$ cat config.mk
export PLATFORM = sky130hd
export DESIGN_NAME = rotate_through_extend_word_flat
export DESIGN_NICKNAME = d
export VERILOG_FILES = /design/src/sv/rtew_pkg.sv /design/src/sv/rtew_ifs.sv /design/src/sv/rtew_decode.sv /design/src/sv/rtew_rotate.sv /design/src/sv/rotate_through_extend_word.sv /design/src/flat_wrapper.sv
export SDC_FILE = /design/constraint.sdc
export NUM_CORES = 1
export LEC_CHECK = 0
export ABC_AREA = 1
export BUFFER_PORTS_ARGS = -buffer_cell sky130_fd_sc_hd__buf_2
export CORE_ASPECT_RATIO = 1.2
export CORE_UTILIZATION = 61
export DETAILED_ROUTE_END_ITERATION = 10
export PLACE_DENSITY = 0.86
export SETUP_SLACK_MARGIN = 0.05
export SKIP_LAST_GASP = 1
export SLEW_MARGIN = 20
export SYNTH_ARGS = -nofsm -noshare
export SYNTH_HDL_FRONTEND = slang
export SYNTH_SLANG_ARGS = --single-unit
$ cat constraint.sdc
create_clock -name clk -period 5.18 [get_ports clk]
set_clock_uncertainty 0.2 [all_clocks]
set_input_delay 0 -clock clk [delete_from_list [all_inputs] [get_ports clk]]
set_output_delay 0 -clock clk [all_outputs]
set_load 0.02 [all_outputs]
$ cat src/sv/rtew_pkg.sv
package rtew_pkg;

	// Opcode layout of the word-sized register rotate.
	localparam int DestRegLo = 0;
	localparam int DestRegW = 3;
	localparam int CountSrcBit = 5;
	localparam int LeftBit = 8;
	localparam int CountLo = 9;
	localparam int CountW = 3;

	// The rotated quantity is {X, value}.
	localparam int WordW = 16;
	localparam int RotW = WordW + 1;
	localparam int AmtW = $clog2(RotW);
	localparam int RegCountW = 6;
	localparam int CyclesW = 8;

	localparam logic [RegCountW-1:0] ImmZeroCount = RegCountW'(8);
	localparam logic [CyclesW-1:0] CycleBase = CyclesW'(6);
	localparam logic [RegCountW-1:0] Mod1 = RegCountW'(RotW);
	localparam logic [RegCountW-1:0] Mod2 = RegCountW'(2 * RotW);
	localparam logic [RegCountW-1:0] Mod3 = RegCountW'(3 * RotW);
	localparam logic [AmtW-1:0] RotWAmt = AmtW'(RotW);

	typedef struct packed {
		logic [15:0] opcode;
		logic [15:0] dest_value;
		logic [5:0]  count_reg_value;
		logic        x_in;
	} in_item_t;

	typedef struct packed {
		logic [15:0] result;
		logic [2:0]  dest_reg;
		logic        x_out;
		logic        n_flag;
		logic        z_flag;
		logic        v_flag;
		logic        c_flag;
		logic [7:0]  cycles;
	} out_item_t;

	typedef struct packed {
		logic [RotW-1:0]     word;
		logic [AmtW-1:0]     amt;
		logic [DestRegW-1:0] dest_reg;
		logic [CyclesW-1:0]  cycles;
	} rot_req_t;

	typedef struct packed {
		logic [RotW-1:0]     word;
		logic [DestRegW-1:0] dest_reg;
		logic [CyclesW-1:0]  cycles;
	} rot_res_t;

endpackage

$ cat src/sv/rtew_ifs.sv
interface rtew_in_if;
	import rtew_pkg::*;
	logic     valid;
	logic     ready;
	in_item_t data;
	modport source(output valid, output data, input ready);
	modport sink(input valid, input data, output ready);
endinterface

interface rtew_out_if;
	import rtew_pkg::*;
	logic      valid;
	logic      ready;
	out_item_t data;
	modport source(output valid, output data, input ready);
	modport sink(input valid, input data, output ready);
endinterface

$ cat src/sv/rtew_decode.sv
module rtew_decode (
	input  logic               clk,
	input  logic               arst_n,
	input  logic               in_valid,
	output logic               in_ready,
	input  rtew_pkg::in_item_t in_data,
	output logic               valid_s1,
	input  logic               ready_s1,
	output rtew_pkg::rot_req_t data_s1
);
	import rtew_pkg::*;

	logic [CountW-1:0]    imm;
	logic [RegCountW-1:0] count;
	logic [RegCountW-1:0] diff;
	logic [AmtW-1:0]      rem;
	logic                 left;
	rot_req_t             nxt;

	always_comb begin
		imm = in_data.opcode[CountLo +: CountW];
		left = in_data.opcode[LeftBit];
		if (in_data.opcode[CountSrcBit]) begin
			count = in_data.count_reg_value;
		end else if (imm == '0) begin
			count = ImmZeroCount;
		end else begin
			count = RegCountW'(imm);
		end

		// The count is below 64, so three compares reduce it modulo 17.
		if (count >= Mod3) begin
			diff = count - Mod3;
		end else if (count >= Mod2) begin
			diff = count - Mod2;
		end else if (count >= Mod1) begin
			diff = count - Mod1;
		end else begin
			diff = count;
		end
		rem = diff[AmtW-1:0];

		// A right rotate is a left rotate by the complement; zero stays zero.
		if (rem == '0) begin
			nxt.amt = '0;
		end else if (left) begin
			nxt.amt = rem;
		end else begin
			nxt.amt = RotWAmt - rem;
		end
		nxt.word = {in_data.x_in, in_data.dest_value};
		nxt.dest_reg = in_data.opcode[DestRegLo +: DestRegW];
		nxt.cycles = CycleBase + {1'b0, count, 1'b0};
	end

	assign in_ready = !valid_s1 || ready_s1;

	always_ff @(posedge clk or negedge arst_n) begin
		if (!arst_n) begin
			valid_s1 <= 1'b0;
		end else if (in_ready) begin
			valid_s1 <= in_valid;
		end
	end

	always_ff @(posedge clk) begin
		if (in_ready && in_valid) begin
			data_s1 <= nxt;
		end
	end

endmodule

$ cat src/sv/rtew_rotate.sv
module rtew_rotate (
	input  logic               clk,
	input  logic               arst_n,
	input  logic               in_valid,
	output logic               in_ready,
	input  rtew_pkg::rot_req_t in_data,
	output logic               valid_s2,
	input  logic               ready_s2,
	output rtew_pkg::rot_res_t data_s2
);
	import rtew_pkg::*;

	logic [2*RotW-1:0] doubled;
	rot_res_t          nxt;

	always_comb begin
		// The upper half of the doubled word shifted left is the rotation.
		doubled = {in_data.word, in_data.word} << in_data.amt;
		nxt.word = doubled[2*RotW-1:RotW];
		nxt.dest_reg = in_data.dest_reg;
		nxt.cycles = in_data.cycles;
	end

	assign in_ready = !valid_s2 || ready_s2;

	always_ff @(posedge clk or negedge arst_n) begin
		if (!arst_n) begin
			valid_s2 <= 1'b0;
		end else if (in_ready) begin
			valid_s2 <= in_valid;
		end
	end

	always_ff @(posedge clk) begin
		if (in_ready && in_valid) begin
			data_s2 <= nxt;
		end
	end

endmodule

$ cat src/sv/rotate_through_extend_word.sv
// Throughput: one beat per cycle while the output is not stalled; decode and
// modulo-17 reduction, the rotator, and the flag stage are each one register
// stage with their own valid bit. A stalled output holds only the stages
// behind it that are full. Reset clears the valid bits of all three stages;
// the data registers are not reset.
module rotate_through_extend_word (
	input  logic     clk,
	input  logic     arst_n,
	rtew_in_if.sink  din,
	rtew_out_if.source dout
);
	import rtew_pkg::*;

	logic      valid_s1;
	logic      ready_s1;
	rot_req_t  data_s1;
	logic      valid_s2;
	logic      ready_s2;
	rot_res_t  data_s2;
	logic      valid_s3;
	out_item_t data_s3;
	out_item_t nxt;

	rtew_decode u_decode (
		.clk      (clk),
		.arst_n   (arst_n),
		.in_valid (din.valid),
		.in_ready (din.ready),
		.in_data  (din.data),
		.valid_s1 (valid_s1),
		.ready_s1 (ready_s1),
		.data_s1  (data_s1)
	);

	rtew_rotate u_rotate (
		.clk      (clk),
		.arst_n   (arst_n),
		.in_valid (valid_s1),
		.in_ready (ready_s1),
		.in_data  (data_s1),
		.valid_s2 (valid_s2),
		.ready_s2 (ready_s2),
		.data_s2  (data_s2)
	);

	always_comb begin
		nxt.result = data_s2.word[WordW-1:0];
		nxt.dest_reg = data_s2.dest_reg;
		// With a zero rotation the top bit is still the old X, so C follows it.
		nxt.x_out = data_s2.word[WordW];
		nxt.c_flag = data_s2.word[WordW];
		nxt.n_flag = data_s2.word[WordW-1];
		nxt.z_flag = (data_s2.word[WordW-1:0] == '0);
		nxt.v_flag = 1'b0;
		nxt.cycles = data_s2.cycles;
	end

	assign ready_s2 = !valid_s3 || dout.ready;

	always_ff @(posedge clk or negedge arst_n) begin
		if (!arst_n) begin
			valid_s3 <= 1'b0;
		end else if (ready_s2) begin
			valid_s3 <= valid_s2;
		end
	end

	always_ff @(posedge clk) begin
		if (ready_s2 && valid_s2) begin
			data_s3 <= nxt;
		end
	end

	assign dout.valid = valid_s3;
	assign dout.data = data_s3;

`ifndef NO_ASSERTIONS
	a_free_out_takes_input: assert property (@(posedge clk) disable iff (!arst_n)
		!dout.valid |-> din.ready)
		else $error("input not ready while the output stage is empty");

	a_accept_reaches_s1: assert property (@(posedge clk) disable iff (!arst_n)
		(din.valid && din.ready) |=> valid_s1)
		else $error("accepted beat did not reach the first stage");

	a_flags_match_result: assert property (@(posedge clk) disable iff (!arst_n)
		dout.valid |-> (dout.data.z_flag == (dout.data.result == '0)) &&
			(dout.data.n_flag == dout.data.result[WordW-1]) &&
			(dout.data.c_flag == dout.data.x_out) && !dout.data.v_flag)
		else $error("result flags disagree with the result word");

	a_cycles_range: assert property (@(posedge clk) disable iff (!arst_n)
		dout.valid |-> (dout.data.cycles >= CycleBase) && !dout.data.cycles[0])
		else $error("cycle cost out of range");
`endif

endmodule
$ cat src/flat_wrapper.sv
// flat-port wrapper written by rule: the top's interface ports become plain ports
module rotate_through_extend_word_flat import rtew_pkg::*;
  (clk, arst_n, din_valid, din_data, din_ready, dout_valid, dout_data, dout_ready);
  rtew_in_if din_i ();
  rtew_out_if dout_i ();
  input  logic clk;
  input  logic arst_n;
  input wire logic [$bits(din_i.valid)-1:0] din_valid;
  input wire logic [$bits(din_i.data)-1:0] din_data;
  output wire logic [$bits(din_i.ready)-1:0] din_ready;
  output wire logic [$bits(dout_i.valid)-1:0] dout_valid;
  output wire logic [$bits(dout_i.data)-1:0] dout_data;
  input wire logic [$bits(dout_i.ready)-1:0] dout_ready;
  assign din_i.valid = din_valid;
  assign din_i.data = din_data;
  assign din_ready = din_i.ready;
  assign dout_valid = dout_i.valid;
  assign dout_data = dout_i.data;
  assign dout_i.ready = dout_ready;
  rotate_through_extend_word u_core (.clk(clk), .arst_n(arst_n), .din(din_i), .dout(dout_i));
endmodule
==> results of run 1 <==
==> repair_timing <==
action	in CTS	in global routing
hold buffers	32	0
hold endpoints to repair	33	0
setup endpoints to repair	0	0
==> layout by cell type (no fill, tap or decap), types with 4 or more instances in the layout <==
master / instances
nor2_1: 26
o21ai_0: 39
inv_2: 5
nand3_2: 4
clkbuf_8: 10
nand3_1: 22
inv_1: 35
ha_1: 10
nor4_1: 4
nand2_2: 11
mux2i_1: 5
nand2_1: 130
buf_2: 66
a32oi_1: 4
xor2_1: 5
edfxtp_1: 87
dlygate4sd3_1: 32
a31oi_1: 13
a21oi_1: 10
==> critical path: stages (launching register included) <==
cell and delay [ns]:
edfxtp_1 0.64, inv_1 0.39, nand2_1 0.12, nand3_1 0.09, o21ai_0 0.12, o21ai_0 0.45, nand2_1 0.13, o21ai_0 0.11
nor2_1 0.08, a31oi_1 0.22
==> stage by stage <==
step                power (W)  instance area [um2]
floorplan             0.00146                 4590
global placement      0.00159                 4950
detailed placement    0.00161                 4950
CTS                   0.00208                 5460
global route          0.00220                 5460
finish                0.00209                 5460
==> worst paths after layout <==
kind / start / endpoint
min in group asynchronous: arst_n / u_core.u_decode.valid_s1
setup / recovery: u_core.u_decode.data_s1[11] / u_core.u_rotate.data_s2[19]
setup reg to reg: u_core.u_decode.data_s1[11] / u_core.u_rotate.data_s2[19]
hold / removal: din_data[28] / u_core.u_decode.data_s1[5]
max in group asynchronous: arst_n / u_core.dout.valid
hold reg to reg: u_core.u_rotate.data_s2[7] / u_core.dout.data[7]
==> registers in the layout, summed over array words and instances (netlist names) <==
name and cells:
u_core.dout.data 28, u_core.dout.valid 1, u_core.u_decode.data_s1 32, u_core.u_decode.valid_s1 1, u_core.u_rotate.data_s2 27, u_core.u_rotate.valid_s2 1
==> report_power, final <==
part	internal (W)	switching, W	total, W
logic	0.000178	0.000376	0.000555
clock network	0.000199	0.000262	0.000462
registers	0.000993	0.0000766	0.00107
==> final cells by class <==
type,instances,area (um2)
repair buffers,99,658
multi-input cells,312,1660
clock buffers,10,138
fillers,487,1810
well taps,90,113
flip-flops and latches,90,2690
inverters,40,150
clock inverters,6,57.6
==> metal layers <==
layer	routed length, um	part of all wire [%]
met1	3790	41
met2	4770	51
met3	422	4.6
met4	288	3.1
met5	0	0
==> logic make-up after synthesis <==
kind of cell    after synthesis  synth area share [%]
simple gates                216                  21.7
flops                        90                  58.5
buf+inv                      62                  5.48
xor+xnor                      5                 0.954
fa+ha+maj                    10                  2.73
mux                           5                  1.09
compound gates               74                  9.46
other cells                   1                0.0817
==> run summary, run 1 <==
The utilization after layout was 75.1%. The number of global-route vias before repair is 3429, and the static leakage power is 2.35 nW. Counting every instance in the synthesized netlist gives 463. The number of setup violations in the final report came out at 0.

The commonest cells after synthesis are nand2_1, edfxtp_1, o21ai_0. The fraction of layout instances using a drive strength above 1 came out at 21.0%. edfxtp_1 takes more of the synthesized area than any other cell. The floorplan step defined a die boundary enclosing 7880 um2.

For this block, the routed nets add up to 9270 um of wire. In the post-synthesis netlist, the cell with the most instances is nand2_1. Once layout is complete, the cells apart from fillers number 647.

Buffers added to address setup during post-CTS repair amount to 0. The total via count after detailed routing is 3473, and the synthesized area per cell is 9.92 um2. The number of iterations in the first detailed-routing pass was 5. Final hold analysis gives a worst-case slack of 0.0362 ns.

The logs give 2.47 ns for the minimum setup slack among reg-to-reg paths and 7270 um2 for the placeable core region. After global routing, the most crowded layer is met2. The worst setup path is launched from a register.

Global routing used 44.5% of the available met2 tracks. The routability-driven placement congestion ratio was 0.892; the power density of the placed cells was 382 nW/um2. The highest ir drop seen on vdd is 0.000283 V. Met1 demand-to-capacity share in global routing: 30.3%. The run gives 0 as the sum of overflow across all layers after global routing. For this run, the post-layout net count is 605. In the final routed layout, each cell accounts on average for 14.3 um.

The number of cells on the worst reg-to-reg path is 9. The logs give 0 for the number of failing hold endpoints at the final stage and 77 for the top-level I/O count. Most frequently used flop master after synthesis: edfxtp_1.

Global routing consumed, over all layers together, 25.7% of the routing resources. The tree is rooted in a clkbuf_8. Global routing used 5.19% of the available met3 tracks. Share of the synthesized area in the top cell type: 56.9%. The port buffer count was 66; the layout overhead on the synthesized area was 19.0%. The max capacitance violation total was 0; the post-route antenna net violation count was 0.

The run finished with clean final reports. The number of different library cells used by synthesis comes to 38. The logs give 0 for the number of antenna violations at the first check in global routing and 0 for the remaining routing DRC violations. The tree built by TritonCTS fans out to 90 sinks. The arrival time of data at the critical path endpoint was 2.70 ns; the number of placed instances with taps included was 599.

Clock latency on the worst-skew pair, taken at its later pin, is 0.36 ns. The worst hold path belongs to the class in2reg. The tools report the placement row count as 34. In the post-synthesis netlist, the biggest area contributors are edfxtp_1, nand2_1, o21ai_0. The half-perimeter wire length after placement came out at 6390 um. Along the worst hold path, the cell count comes to 3. In this run the horizontal extent of the chip is 81.2 um. At the pin with the least slew margin, the transition time is 0.956 ns. TritonCTS built the clock tree. Initial detailed-routing violation count: 252. STA classifies the critical path endpoint as a register.

The share of flip-flops with an asynchronous set or reset came out at 3.33%. At the placement stage, the worst setup path has a slack of 2.48 ns. Entering global routing, the biggest net connects 33 pins. The critical path class is reg2reg.

Setup repair after global routing left no endpoint under its margin. The effective utilization at floorplan is 63.1%. The worst path needs 2.71 ns of the cycle, external delays included. The final cycle utilization of the critical path works out to 52.4%. The highest clock frequency the design can meet is 369 MHz. No sink is reached through more buffers than the 2 on the longest clock path. The die is 97.0 um tall.

The maximum net fanout on the critical path works out to 19. In this run, CTS created clock tree buffers numbering 9. The aggregate negative setup slack was 0 ns; the level count of the clock H-tree was 3. Synthesis inferred 90 register bits. The area of the mapped netlist was 4590 um2.

STA puts the critical path data required time at 5.16 ns. The run gives 58.5% as the sequential element share of the synthesized area. The number of antenna diodes in the final layout is 0. In this run, synthesis inferred 87 flip-flops with an integrated enable. In the post-route analysis, the smallest setup slack over all paths is 2.47 ns.

Number of gates resized after CTS: 0. The logs give 36.2% for the remaining max-slew budget at the tightest pin and 0 for the final max-slew violation count. Post-detailed-route via-to-cell ratio: 5.37. The first-pass GRT wire length was 15300 um; the register clock-pin slew on the reported worst setup and hold paths was 0.09 ns. For this run, the number of Yosys warnings is 0.
Note: power is estimated with default switching activity, not from simulation.
==> inputs of run 2 (changes only) <==
Settings changed: ABC_AREA 1 to 0, CORE_UTILIZATION 61 to 51, PLACE_DENSITY 0.86 to 0.76.
Clock period 5.18 ns to 2.3 ns, I/O delays scaled along.
==> run summary, run 2 <==
The flow ran to the end, but the final reports show violations. The final reports fail on setup timing. The number of failing hold endpoints at the final stage is 0. The routed length on met2 is 4690 um. For this design the ratio of total power to cell area is 756 nW/um2. The fraction of layout instances using a drive strength above 1 works out to 44.0%.

The run gives 0 as the final max-slew violation count. Max capacitance violation total: 0. The number of antenna diodes in the final layout is 0.

Counting flops and latches in the post-synthesis netlist gives 90. The tools report the sink count of the clock tree as 90. The tools report the critical hold path startpoint as din_data[28]. The run gives 301 um as the met3 layer wire length in the routed design. The commonest cells after synthesis are edfxtp_1, nor2_1, mux2i_1.

The net count of the finished layout is 557. In this run the tightest slew margin relative to its limit is 42.7%. The number of unique standard cell types used by synthesis is 57, and the sum of overflow across all layers after global routing is 0. The static leakage power is 2.48 nW. The top-level I/O count was 77. For this configuration, the core starts out at a cell density of 52.8%. In this run the power spent charging and discharging nets is 0.00138 W. The count of buffers added on input and output ports is 66. Setup violations remaining at the end of the flow were counted as 2. In this run the remaining antenna-violating nets after routing total 0. The tools report the placement row count as 37. Data on the critical path arrives at its endpoint at 2.28 ns.

For this run, design rule violations remaining after detail routing come to 0. The sequential element share of the synthesized area is 58.8%, and the total via count after detailed routing is 3243. Summed over all nets, the half-perimeter wirelength after detailed placement is 6160 um.

TritonCTS built the clock tree. The maximum number of pins on one net before global-route repair came out at 33. The number of enable flip-flop cells after synthesis is 87, and the register clock-pin slew on the reported worst setup and hold paths is 0.09 ns.

Tracing the worst setup path back leads to its startpoint at din_data[28]. Final worst-path setup slack: -0.0561 ns. Static timing analysis puts the maximum clock frequency at 424 MHz.

Worst flop-to-flop path startpoint: u_core.u_decode.data_s1[11]. Measured along the x axis, the die boundary spans 88.5 um. By startpoint and endpoint, the worst setup path is classified as in2reg. The number of buffers created by CTS was 9. The tools report the sort of element at the end of the critical path as a register. For the area of the mapped netlist, the log shows 4570 um2. The highest layer touched by signal routing is met4. The largest total area in the synthesized netlist belongs to edfxtp_1. Synthesis produced 342 cells. Each instance of the synthesized netlist takes up on average 13.4 um2.

The overall global routing resource usage is 21.4%. VDD sags by at most 0.000396 V. For the finished layout, the period the worst path requires is 2.36 ns. STA classifies the critical path startpoint as an input pin. The tightest min-delay check is of the in2reg type. The most frequent cell after synthesis was edfxtp_1.

Relative to the synthesized area, the layout overhead comes to 37.7%. The overall die height is 106 um. By area the synthesized netlist is led by edfxtp_1, mux2i_1, mux4_2.

The run gives 9200 um as the total routed wirelength. For the level count of the clock H-tree, the log shows 3. The clock power share is 25.3%, and the first-pass GRT wire length is 15000 um. Data on the critical path is required at its endpoint by 2.22 ns. The share of flip-flops with an asynchronous set or reset came out at 3.33%. The maximum net fanout on the critical path came out at 4. Setup repair after global routing could not meet its margin everywhere. At the end of routability-driven placement, the weighted congestion stood at 0.893. After layout, the worst path uses 102% of the clock period. In this run, the combinational gates consume 29.0% of the power. Across all hold checks on the routed design, the worst slack comes to 0.0341 ns.

The number of global-route vias before repair is 3190. In the final routing, the length of wire on met1 measures 4010 um. Number of antenna violations at the first check in global routing: 0.

Per report_power, the sequential group accounts for 45.7% of the total. Leaving out fill and tap cells, the most frequent cell in the layout is edfxtp_1. In this run the clock root is driven by a clkbuf_8. Summed over its instances, the top area cell type makes up 57.1% of the synthesized netlist area. The region available for standard cell placement spans 8660 um2. Of the total power, the share spent switching nets is 29.1%. Using the TritonRoute via totals, the vias-per-cell ratio works out to 5.18. The longest clock path from root to sink contains 2 buffers. The clock latency at the later pin of the worst-skew pair was 0.36 ns. Utilization after layout: 72.8%.

u_core.u_decode.data_s1 holds more flip-flops than any other register. For this run, the leading register cell type out of synthesis is edfxtp_1. The initial detailed-routing violation count is 150, and the overall die area is 9350 um2.

For the cell-internal power, the log shows 0.00338 W. In the final routed layout, each cell accounts on average for 14.7 um. The Yosys warning count came out at 0.

The top cell types in the final layout, fill and taps aside, are edfxtp_1, buf_2, buf_4, dlygate4sd3_1, nor2_1. The number of flip-flops in the largest register works out to 32. The first TritonRoute pass finished after 4 iterations. At the pin with the least slew margin, the transition time is 0.859 ns.
-- run 2: changes by cell type in the layout (fill, tap and decap cells not counted), sizes merged, moves of 8 or more --
| cell | previous run | this run |
|---|---|---|
| a31oi | 13 | 1 |
| inv | 44 | 12 |
| buf | 67 | 139 |
| nand2 | 144 | 21 |
| mux2 | 0 | 10 |
| mux4 | 0 | 9 |
| mux2i | 5 | 26 |
| nand3 | 28 | 6 |
| nand2b | 0 | 8 |
| o21ai | 41 | 19 |
-- run 2: critical path, stage by stage --
cell       delay (ns)
buf_8            0.11
mux2_4           0.35
ha_4             0.17
or3_4            0.33
nor2b_4          0.15
a2111oi_4        0.28
a211o_2          0.19
buf_6            0.11
o2111ai_4        0.11
nor3_2           0.16
mux2_4           0.31
-- run 2: repair_timing --
action                     4_1_cts  5_1_grt
setup buffers                    9        4
hold buffers                    30        0
hold endpoints to repair        32        0
resized for setup               17       46
setup endpoints to repair       15       21
pin swaps                        8       13
-- run 2: path summary, 6_finish.rpt --
| check | to | slack, ns | depth (start not counted) |
|---|---|---|---|
| min in group asynchronous | u_core.dout.valid | 0.32 | 3 |
| worst max-delay path | u_core.u_decode.data_s1[15] | -0.06 | 11 |
| worst min-delay path | u_core.u_decode.data_s1[5] | 0.03 | 3 |
| max in group asynchronous | u_core.u_decode.valid_s1 | 1.42 | 3 |
| worst max register to register | u_core.u_rotate.data_s2[19] | 0.04 | 4 |
| worst min register to register | u_core.dout.data[3] | 0.22 | 0 |
-- run 2: logic make-up (layout without fill, tap and decap cells) --
group / count (synthesis) / in the layout / synth area share (%)
muxes: 45 / 45 / 13.2
buffers and inverters: 29 / 195 / 3.15
and+or+nand+nor: 93 / 93 / 10.5
xor gates and xnor gates: 10 / 10 / 2.08
adders and majority gates: 10 / 10 / 2.74
other: 1 / 2 / 0.0820
DFF: 90 / 90 / 58.8
AOI/OAI and AO/OA: 64 / 64 / 9.49
-- run 2: area by class of cell --
cell class                 instances  area, um2
sequential                        90       2690
inverter                          10       40.0
tap                              117        146
timing repair buffer             169       1230
fill                             578       2360
clock buffer                      10        128
multi-input combinational        224       1970
clock inverter                     6       97.6
-- run 2: per-layer routing --
metal	vias to the layer above	GRT usage (%)
li1	1606	-
met1	1528	26.6
met2	89	36.5
met3	20	3.84
met4	0	8.18
met5	-	0
-- run 2: power groups by stage --
stage	Combinational, W	Clock (W)	Sequential, W
2_1_floorplan	0.000669	0	0.00226
3_3_place_gp	0.00111	0	0.00220
3_5_place_dp	0.00113	0	0.00222
4_1_cts	0.00124	0.00123	0.00217
5_1_grt	0.00150	0.00129	0.00220
6_report	0.00138	0.00121	0.00218
-- run 2: per-stage QoR --
stage                     cell area [um2]  instances  power (W)  setup slack [ns]  TNS [ns]
after floorplan                      4590        343    0.00293            -0.411     -1.27
after global placement               5410        567    0.00332            -0.446     -1.43
final                                6300        626    0.00476           -0.0561   -0.0751
after CTS                            6100        622    0.00464           -0.0366   -0.0596
after global routing                 6300        626    0.00498            -0.110    -0.426
after detailed placement             5410        567    0.00334            -0.512     -1.64
